[config.mk]
export PLATFORM = sky130hd
export DESIGN_NAME = motor_command_line_parser
export DESIGN_NICKNAME = d
export VERILOG_FILES = /design/src/hdl/mclp_pkg.sv /design/src/hdl/motor_command_line_parser.sv /design/src/hdl/mclp_digit.sv
export SDC_FILE = /design/constraint.sdc
export NUM_CORES = 1
export LEC_CHECK = 0
export BUFFER_PORTS_ARGS = -buffer_cell sky130_fd_sc_hd__buf_2
export CORE_ASPECT_RATIO = 0.8
export CORE_MARGIN = 10
export CORE_UTILIZATION = 40
export DETAILED_ROUTE_END_ITERATION = 10
export SYNTH_ARGS = -nofsm -noshare
export SYNTH_HDL_FRONTEND = slang
export SYNTH_SLANG_ARGS = --single-unit
[constraint.sdc]
create_clock -name clk -period 6.7 [get_ports clk]
set_input_delay 0.67 -clock clk [delete_from_list [all_inputs] [get_ports clk]]
set_output_delay 0.67 -clock clk [all_outputs]
set_load 0.05 [all_outputs]
[src/hdl/mclp_pkg.sv]
`default_nettype none
// ----------------------------------------------------------------------------
// mclp_pkg
// Shared constants and types of the motor command line parser.
// ----------------------------------------------------------------------------
package mclp_pkg;

  localparam int LINE_BUFFER_SIZE_DEF = 512;

  localparam int TOKENS     = 4;
  localparam int PREFIX_LEN = 18;

  localparam logic [13:0] VALUE_SAT = 14'd10000;
  localparam logic [13:0] VALUE_MAX = 14'd9999;

  localparam logic [7:0] CH_SPACE = 8'h20;
  localparam logic [7:0] CH_PLUS  = 8'h2B;
  localparam logic [7:0] CH_COMMA = 8'h2C;
  localparam logic [7:0] CH_MINUS = 8'h2D;
  localparam logic [7:0] CH_ZERO  = 8'h30;
  localparam logic [7:0] CH_NINE  = 8'h39;
  localparam logic [7:0] CH_CR    = 8'h0D;
  localparam logic [7:0] CH_LF    = 8'h0A;
  localparam logic [7:0] CH_DEL   = 8'h7F;

  typedef struct packed {
    logic stop;
    logic neg;
    logic started;
  } tok_flags_t;

  function automatic logic [7:0] head_char(input logic [4:0] pos);
    logic [7:0] ch;
    case (pos)
      5'd0:    ch = "d";
      5'd1:    ch = "e";
      5'd2:    ch = "v";
      5'd3:    ch = "i";
      5'd4:    ch = "c";
      5'd5:    ch = "e";
      5'd6:    ch = " ";
      5'd7:    ch = "m";
      5'd8:    ch = "o";
      5'd9:    ch = "t";
      5'd10:   ch = "o";
      5'd11:   ch = "r";
      5'd12:   ch = " ";
      5'd13:   ch = "p";
      5'd14:   ch = "u";
      5'd15:   ch = "s";
      5'd16:   ch = "h";
      5'd17:   ch = "=";
      default: ch = 8'h00;
    endcase
    return ch;
  endfunction

endpackage
`default_nettype wire

[src/hdl/motor_command_line_parser.sv]
`default_nettype none
// ----------------------------------------------------------------------------
// motor_command_line_parser
// Parses "device motor push=time,wait,duty[,accel]" lines from a byte stream
// and gives one checked command for each non-empty line.
// ----------------------------------------------------------------------------
//  Channel  Handshake           Payload
//  input    in_valid/in_stall   rx_byte
//  output   out_valid/out_stall command_ok, run_time_ms, pause_time_ms,
//                               duty_percent, accel_step
//
// Each byte is parsed while it sits in the input register, and the command is
// registered as its line end leaves that register. One byte is taken every
// cycle unless a stalled output holds back a line end; it holds back no other bytes.
// Reset clears all line state; no clearing pass is needed.
module motor_command_line_parser #(
  parameter int LINE_BUFFER_SIZE = mclp_pkg::LINE_BUFFER_SIZE_DEF
) (
  input  wire logic        clk,
  input  wire logic        rst,
  input  wire logic        in_valid,
  output logic             in_stall,
  input  wire logic [7:0]  rx_byte,
  output logic             out_valid,
  input  wire logic        out_stall,
  output logic             command_ok,
  output logic [13:0]      run_time_ms,
  output logic [13:0]      pause_time_ms,
  output logic [6:0]       duty_percent,
  output logic [5:0]       accel_step
);
  import mclp_pkg::*;

  localparam int CW = $clog2(LINE_BUFFER_SIZE);
  localparam logic [CW-1:0] COUNT_MAX = CW'(LINE_BUFFER_SIZE - 1);

  localparam logic [2:0] PH_LEAD   = 3'd0;
  localparam logic [2:0] PH_PREFIX = 3'd1;
  localparam logic [2:0] PH_GAP    = 3'd2;
  localparam logic [2:0] PH_TOKEN  = 3'd3;
  localparam logic [2:0] PH_REJECT = 3'd4;

  logic             s1_valid;
  logic [7:0]       s1_byte;

  logic [CW-1:0]    stored_count, stored_count_next;
  logic [4:0]       prefix_position, prefix_position_next;
  logic [2:0]       line_phase, line_phase_next;
  logic [2:0]       token_index, token_index_next;
  logic             token_blank_only, token_blank_only_next;
  logic [13:0]      token_values [TOKENS];
  tok_flags_t       token_flags [TOKENS];

  logic             is_eol, printable, produce, advance, feed_en;
  logic [2:0]       eff_phase, slot_full;
  logic [1:0]       slot;
  logic [7:0]       lower;
  tok_flags_t       feed_flags, feed_flags_out;
  logic [13:0]      feed_value, feed_value_out;

  logic [2:0]       n;
  logic [13:0]      t_val, w_val, d_val, a_val;
  logic             ok;

  function automatic logic [13:0] tok_result(input tok_flags_t f, input logic [13:0] v);
    return (f.neg && v != 14'd0) ? VALUE_SAT : v;
  endfunction

  assign is_eol    = (s1_byte == CH_CR) || (s1_byte == CH_LF);
  assign printable = (s1_byte >= CH_SPACE) && (s1_byte < CH_DEL);
  assign produce   = is_eol && (stored_count != '0);
  assign advance   = s1_valid && (!produce || !out_valid || !out_stall);
  assign in_stall  = s1_valid && !advance;

  assign lower = (s1_byte >= 8'h41 && s1_byte <= 8'h5A) ? s1_byte + 8'h20 : s1_byte;
  assign eff_phase = (line_phase == PH_LEAD && s1_byte != CH_SPACE) ? PH_PREFIX : line_phase;

  assign slot_full  = (line_phase == PH_GAP) ? token_index : token_index - 3'd1;
  assign slot       = slot_full[1:0];
  assign feed_flags = (line_phase == PH_GAP) ? tok_flags_t'('0) : token_flags[slot];
  assign feed_value = (line_phase == PH_GAP) ? 14'd0 : token_values[slot];

  mclp_digit u_digit (
    .ch         (s1_byte),
    .flags      (feed_flags),
    .value      (feed_value),
    .flags_next (feed_flags_out),
    .value_next (feed_value_out)
  );

  always_comb begin
    stored_count_next     = stored_count;
    prefix_position_next  = prefix_position;
    line_phase_next       = line_phase;
    token_index_next      = token_index;
    token_blank_only_next = token_blank_only;
    feed_en               = 1'b0;
    if (advance && !is_eol && printable && stored_count < COUNT_MAX) begin
      stored_count_next = stored_count + 1'b1;
      case (eff_phase)
        PH_PREFIX: begin
          if (prefix_position >= 5'(PREFIX_LEN) || lower != head_char(prefix_position)) begin
            line_phase_next = PH_REJECT;
          end else begin
            prefix_position_next = prefix_position + 5'd1;
            line_phase_next = (prefix_position == 5'(PREFIX_LEN - 1)) ? PH_GAP : PH_PREFIX;
          end
        end
        PH_GAP: begin
          if (s1_byte != CH_COMMA) begin
            if (token_index < 3'd7) begin
              token_index_next = token_index + 3'd1;
            end
            token_blank_only_next = (s1_byte == CH_SPACE);
            line_phase_next = PH_TOKEN;
            feed_en = (token_index < 3'(TOKENS));
          end
        end
        PH_TOKEN: begin
          if (s1_byte == CH_COMMA) begin
            line_phase_next = PH_GAP;
          end else begin
            if (s1_byte != CH_SPACE) begin
              token_blank_only_next = 1'b0;
            end
            feed_en = (slot_full < 3'(TOKENS));
          end
        end
        default: begin
        end
      endcase
    end
  end

  always_comb begin
    n = token_index;
    if (line_phase == PH_TOKEN && token_blank_only && n != 3'd0) begin
      n = n - 3'd1;
    end
    t_val = tok_result(token_flags[0], token_values[0]);
    w_val = tok_result(token_flags[1], token_values[1]);
    d_val = tok_result(token_flags[2], token_values[2]);
    a_val = (n >= 3'd4) ? tok_result(token_flags[3], token_values[3]) : 14'd0;
    ok = (line_phase == PH_GAP || line_phase == PH_TOKEN) && n >= 3'd3 &&
         t_val >= 14'd1 && t_val <= VALUE_MAX && w_val <= VALUE_MAX &&
         d_val >= 14'd5 && d_val <= 14'd100 && a_val <= 14'd50;
  end

  always_ff @(posedge clk) begin
    if (!in_stall) begin
      s1_byte <= rx_byte;
    end
    if (rst) begin
      s1_valid <= 1'b0;
    end else if (!in_stall) begin
      s1_valid <= in_valid;
    end
  end

  always_ff @(posedge clk) begin
    if (rst || (advance && is_eol)) begin
      stored_count     <= '0;
      prefix_position  <= '0;
      line_phase       <= PH_LEAD;
      token_index      <= '0;
      token_blank_only <= 1'b0;
      for (int i = 0; i < TOKENS; i++) begin
        token_values[i] <= '0;
        token_flags[i]  <= '0;
      end
    end else begin
      stored_count     <= stored_count_next;
      prefix_position  <= prefix_position_next;
      line_phase       <= line_phase_next;
      token_index      <= token_index_next;
      token_blank_only <= token_blank_only_next;
      if (feed_en) begin
        token_values[slot] <= feed_value_out;
        token_flags[slot]  <= feed_flags_out;
      end
    end
  end

  always_ff @(posedge clk) begin
    if (rst) begin
      out_valid <= 1'b0;
    end else if (advance && produce) begin
      out_valid <= 1'b1;
    end else if (!out_stall) begin
      out_valid <= 1'b0;
    end
    if (advance && produce) begin
      command_ok    <= ok;
      run_time_ms   <= ok ? t_val : 14'd0;
      pause_time_ms <= ok ? w_val : 14'd0;
      duty_percent  <= ok ? ((d_val > 14'd95) ? 7'd95 : d_val[6:0]) : 7'd0;
      accel_step    <= ok ? a_val[5:0] : 6'd0;
    end
  end

  a_fail_zero : assert property (@(posedge clk) disable iff (rst)
    out_valid && !command_ok |-> run_time_ms == 14'd0 && pause_time_ms == 14'd0 &&
                                 duty_percent == 7'd0 && accel_step == 6'd0)
    else $error("failed command carries nonzero fields");

  a_ok_range : assert property (@(posedge clk) disable iff (rst)
    out_valid && command_ok |-> run_time_ms >= 14'd1 && run_time_ms <= VALUE_MAX &&
                                duty_percent >= 7'd5 && duty_percent <= 7'd95 &&
                                accel_step <= 6'd50)
    else $error("accepted command out of range");

  a_count_cap : assert property (@(posedge clk) disable iff (rst)
    stored_count <= COUNT_MAX)
    else $error("line byte count past its limit");

  a_token_started : assert property (@(posedge clk) disable iff (rst)
    line_phase == PH_TOKEN |-> token_index != 3'd0)
    else $error("inside a token with no token counted");

endmodule
`default_nettype wire

[src/hdl/mclp_digit.sv]
`default_nettype none
// ----------------------------------------------------------------------------
// mclp_digit
// Takes one character into a numeric token: sign, digits and the stop point.
// ----------------------------------------------------------------------------
module mclp_digit (
  input  wire logic [7:0]           ch,
  input  wire mclp_pkg::tok_flags_t flags,
  input  wire logic [13:0]          value,
  output mclp_pkg::tok_flags_t      flags_next,
  output logic [13:0]               value_next
);
  import mclp_pkg::*;

  logic        digit;
  logic [16:0] grown;

  assign digit = (ch >= CH_ZERO) && (ch <= CH_NINE);
  assign grown = {value, 3'b000} + {2'b00, value, 1'b0} + {13'd0, ch[3:0]};

  always_comb begin
    flags_next = flags;
    value_next = value;
    if (!flags.stop) begin
      if (!flags.started) begin
        if (ch != CH_SPACE) begin
          flags_next.started = 1'b1;
          if (ch == CH_MINUS) begin
            flags_next.neg = 1'b1;
          end else if (ch != CH_PLUS && !digit) begin
            flags_next.stop = 1'b1;
          end
        end
      end else if (!digit) begin
        flags_next.stop = 1'b1;
      end
    end
    if (digit && !flags_next.stop) begin
      value_next = (grown > {3'b000, VALUE_SAT}) ? VALUE_SAT : grown[13:0];
    end
  end

endmodule
`default_nettype wire

==> run metrics <==
CP Launch Type=flop; first-pass GRT wire length=33900 µm; number of nets with antenna violations after detailed routing=0; CP Buf/Inv Count=1; cell type with the highest aggregate area in the netlist=sky130_fd_sc_hd__edfxtp_1; largest net degree at the start of global routing=43; non-filler instance count after layout=about 1100; insertion delay of the later-clocked pin in the worst-skew pair=0.44 ns; DRC Markers=0; number of cells on the worst reg-to-reg path=16; maximum resistive drop on vdd=about 0.15 mV; Die Y-Extent=147 µm; Critical Path Sink Type=flop; cell-by-cell listing of the critical path=or3b_2 > mux2i_4 > mux4_2 > nand2_1 > inv_1 > fa_1 > ha_1 > a21o_1 > a21oi_1 > or4b_2 > o2111ai_1 > nor4b_1 > o311ai_0 > a2111oi_4 > nand2_1 > o22ai_1; initial antenna violation count=0; Leakage=~3.7 nW; total of cells resized after clock tree synthesis=0; filler instances=about 1800; post-detail-place hpwl=~16000 µm; CTS Buffer Depth=2; status=completed; commonest cells in the synthesized netlist=sky130_fd_sc_hd__edfxtp_1, sky130_fd_sc_hd__nor2_1, sky130_fd_sc_hd__nand2_1; portion of synthesized cell area occupied by the leading cell type=0.437; total setup buffers inserted after CTS=0; count of port buffers added during placement=55; via count of the routed design=6086; crit path launch=line_phase[1]$_SDFFE_PP0P_; portion of the clock cycle consumed by the worst path in the final layout=0.962; total inserted antenna cells=0; clock transition at the registers of the reported paths=0.07 ns; beginning of the worst register-to-register path=line_phase[1]$_SDFFE_PP0P_; most frequent cell after synthesis=sky130_fd_sc_hd__edfxtp_1; most used cell along the critical path=sky130_fd_sc_hd__nand2_1; CTS root buffer=sky130_fd_sc_hd__clkbuf_16; starting utilization of the core area=0.408; fmax=155 MHz; Hold Fails Final Rpt=0; transition time at the pin with the least slew margin=~0.95 ns; number of global-route vias before repair=between 5000 and 6000; fraction of final layout cells sized beyond drive strength 1=0.159; CP Data Required Time=6.97 ns; number of placed instances with taps included=between 1000 and 1500; largest cells by area after synthesis=sky130_fd_sc_hd__edfxtp_1, sky130_fd_sc_hd__dfxtp_1, sky130_fd_sc_hd__ha_1; family with the most delay on the worst path=compound AO/OA/AOI/OAI gates; die footprint=between 20000 and 30000 µm²; global placer's final weighted congestion=roughly 0.88; Synth Instances=739; ys flop type=sky130_fd_sc_hd__edfxtp_1; library cells used by synthesis=68; terminus of the critical flop-to-flop path=token_values[0][6]$_SDFFCE_PN0P_; area grow syn2layout=14.9%; Detailed Route WL=~21000 µm; DR iter-0 viols=between 600 and 700; kind of critical path=flop to flop; worst relative slew slack=0.352; share of async-settable or async-resettable flops after synthesis=0; setup repair after global routing missed its margin=no; ports placed on the boundary=56; Worst path slowest cell=sky130_fd_sc_hd__a2111oi_4; Max H-tree Level=4; minimum period implied by the final worst setup slack=roughly 6.4 ns; worst hold slack after final layout=0.405 ns; final setup violating endpoints=0; post-synth design cell area=roughly 8100 µm²; multi-input gate area in the final layout=around 3700 µm²; R2R Setup Slk=roughly 0.26 ns; global routing usage summed across all routing layers=0.164; Core Rows=46; Synthesis Warnings=0; total chip power=2.21 mW; Synth Area per Inst=between 10 and 15 µm²; Slew Limit Fails=0; sequential standard cell area=between 4000 and 5000 µm²; capture endpoint of the worst hold path=s1_byte[5]$_DFFE_PN_; Core ar.=19900 µm²; gr ovfl total=0; arrival time worst endpoint=between 6 and 7 ns; net total in the final layout=847; via/cell ratio=5.67; critical path's largest stage delay=about 0.74 ns; power density of the placed cells=237 nW/µm²; WL per Instance=around 20 µm; cell count of the worst hold path=1; Hold Crit Class=input port to flop; largest clock skew in the final design=between 0.01 and 0.015 ns; number of synthesized register bits=roughly 150; number of clock sinks=about 150; worst hold start=rx_byte[5]; die outline width=179 µm; number of max-cap violations=0; number of buffers added to fix hold violations after cts=0; cts bufs inserted=17; final total negative setup slack=0 ns; Initial DRT Pass Iterations=5; number of enable-type register cells in the synthesized netlist=118; TritonCTS clock tree=done; syn nets=790; worst-path maximum fanout=11; Seq/Total Area, Yosys=0.511
## state kept, by name, summed over array words and instances, names as in the netlist, named ones only
register	flops
accel_step	6
command_ok	1
duty_percent	7
line_phase	3
out_valid	1
pause_time_ms	14
prefix_position	5
run_time_ms	14
s1_byte	8
s1_valid	1
stored_count	9
token_blank_only	1
token_flags	12
token_index	3
token_values	56
## through the flow
step	setup slack [ns]	utilization	instance area, µm²
global route	0.0376	0.469	9310
global placement	0.508	0.439	8710
detailed placement	0.434	0.439	8710
floorplan	1.08	-	8100
CTS	0.376	0.469	9310
finish	0.257	0.469	9310
## routing by layer
metal	GRT usage	up-vias	wire (µm)
met2	0.221	261	8860
met3	0.0366	17	1970
met4	0.0512	0	206
met1	0.251	2915	10400
met5	0	-	0
li1	-	2893	-
## how the worst max path moves through the flow
stage | to | slack (ns) | depth (start not counted)
final | token_values[0][6]$_SDFFCE_PN0P_ | 0.26 | 16
after global routing | token_values[2][1]$_SDFFCE_PN0P_ | 0.04 | 16
after detailed placement | token_values[3][10]$_DFFE_PP_ | 0.43 | 16
after CTS | token_values[0][6]$_SDFFCE_PN0P_ | 0.38 | 16
after floorplan | token_values[3][10]$_DFFE_PP_ | 1.08 | 20
after global placement | token_values[0][6]$_SDFFCE_PN0P_ | 0.51 | 16
## worst register-to-register path, cell delays in order, from the launching register on
cell	delay, ns
sky130_fd_sc_hd__dfxtp_1	0.41
sky130_fd_sc_hd__or3b_2	0.65
sky130_fd_sc_hd__mux2i_4	0.42
sky130_fd_sc_hd__mux4_2	0.56
sky130_fd_sc_hd__nand2_1	0.21
sky130_fd_sc_hd__inv_1	0.13
sky130_fd_sc_hd__fa_1	0.48
sky130_fd_sc_hd__ha_1	0.30
sky130_fd_sc_hd__a21o_1	0.15
sky130_fd_sc_hd__a21oi_1	0.37
sky130_fd_sc_hd__or4b_2	0.21
sky130_fd_sc_hd__o2111ai_1	0.22
sky130_fd_sc_hd__nor4b_1	0.50
sky130_fd_sc_hd__o311ai_0	0.31
sky130_fd_sc_hd__a2111oi_4	0.74
sky130_fd_sc_hd__nand2_1	0.37
sky130_fd_sc_hd__o22ai_1	0.26
## cells by family after synthesis
logic type                 count (synthesis)  share of synthesized area
xor gates and xnor gates                  29                     0.0313
AOI/OAI and AO/OA                        162                      0.136
muxes                                     21                     0.0522
DFF                                      148                      0.511
and+or+nand+nor                          274                      0.175
adders and majority gates                 40                     0.0633
buffers and inverters                     65                     0.0310
## report_power, final
group	switching [mW]	leakage, nW	internal (mW)	total [mW]
Sequential	0.0306	1.46	1.01	1.04
Clock	0.457	0.294	0.506	0.962
Combinational	0.125	1.94	0.0772	0.202
## cells in the final DEF (no fill, tap or decap), drive strengths merged, types with 3 or more instances in the layout
cell / synthesis / routed
and2: 44 / 44
nand4: 10 / 10
mux2i: 4 / 4
a21o: 6 / 6
xor2: 17 / 17
nand2b: 9 / 9
a21oi: 25 / 25
or2: 3 / 3
mux4: 17 / 17
o211ai: 7 / 7
clkbuf: 23 / 17
edfxtp: 118 / 118
a21boi: 3 / 3
o22ai: 26 / 26
a41oi: 3 / 3
o21ai: 28 / 28
xnor2: 12 / 12
or3: 7 / 7
nand3: 6 / 6
nor3: 15 / 15
nand3b: 3 / 3
a22oi: 8 / 8
o21a: 20 / 20
a211oi: 3 / 3
dfxtp: 30 / 30
and3: 17 / 17
o211a: 3 / 3
inv: 35 / 45
nor2: 79 / 79
ha: 37 / 37
nand2: 45 / 45
a31oi: 10 / 10
buf: 5 / 66
clkinv: 2 / 7
nor4: 16 / 16
nor2b: 7 / 7
## area by class of cell
class / count / area share
Timing Repair Buffer: 66 / 0.0384
Clock buffer: 17 / 0.0457
Tap cell: 264 / 0.0355
Sequential cell: 148 / 0.445
Clock inverter: 15 / 0.0187
Multi-Input combinational cell: 526 / 0.402
Inverter: 37 / 0.0149
Power figures use the tool's default switching activity.
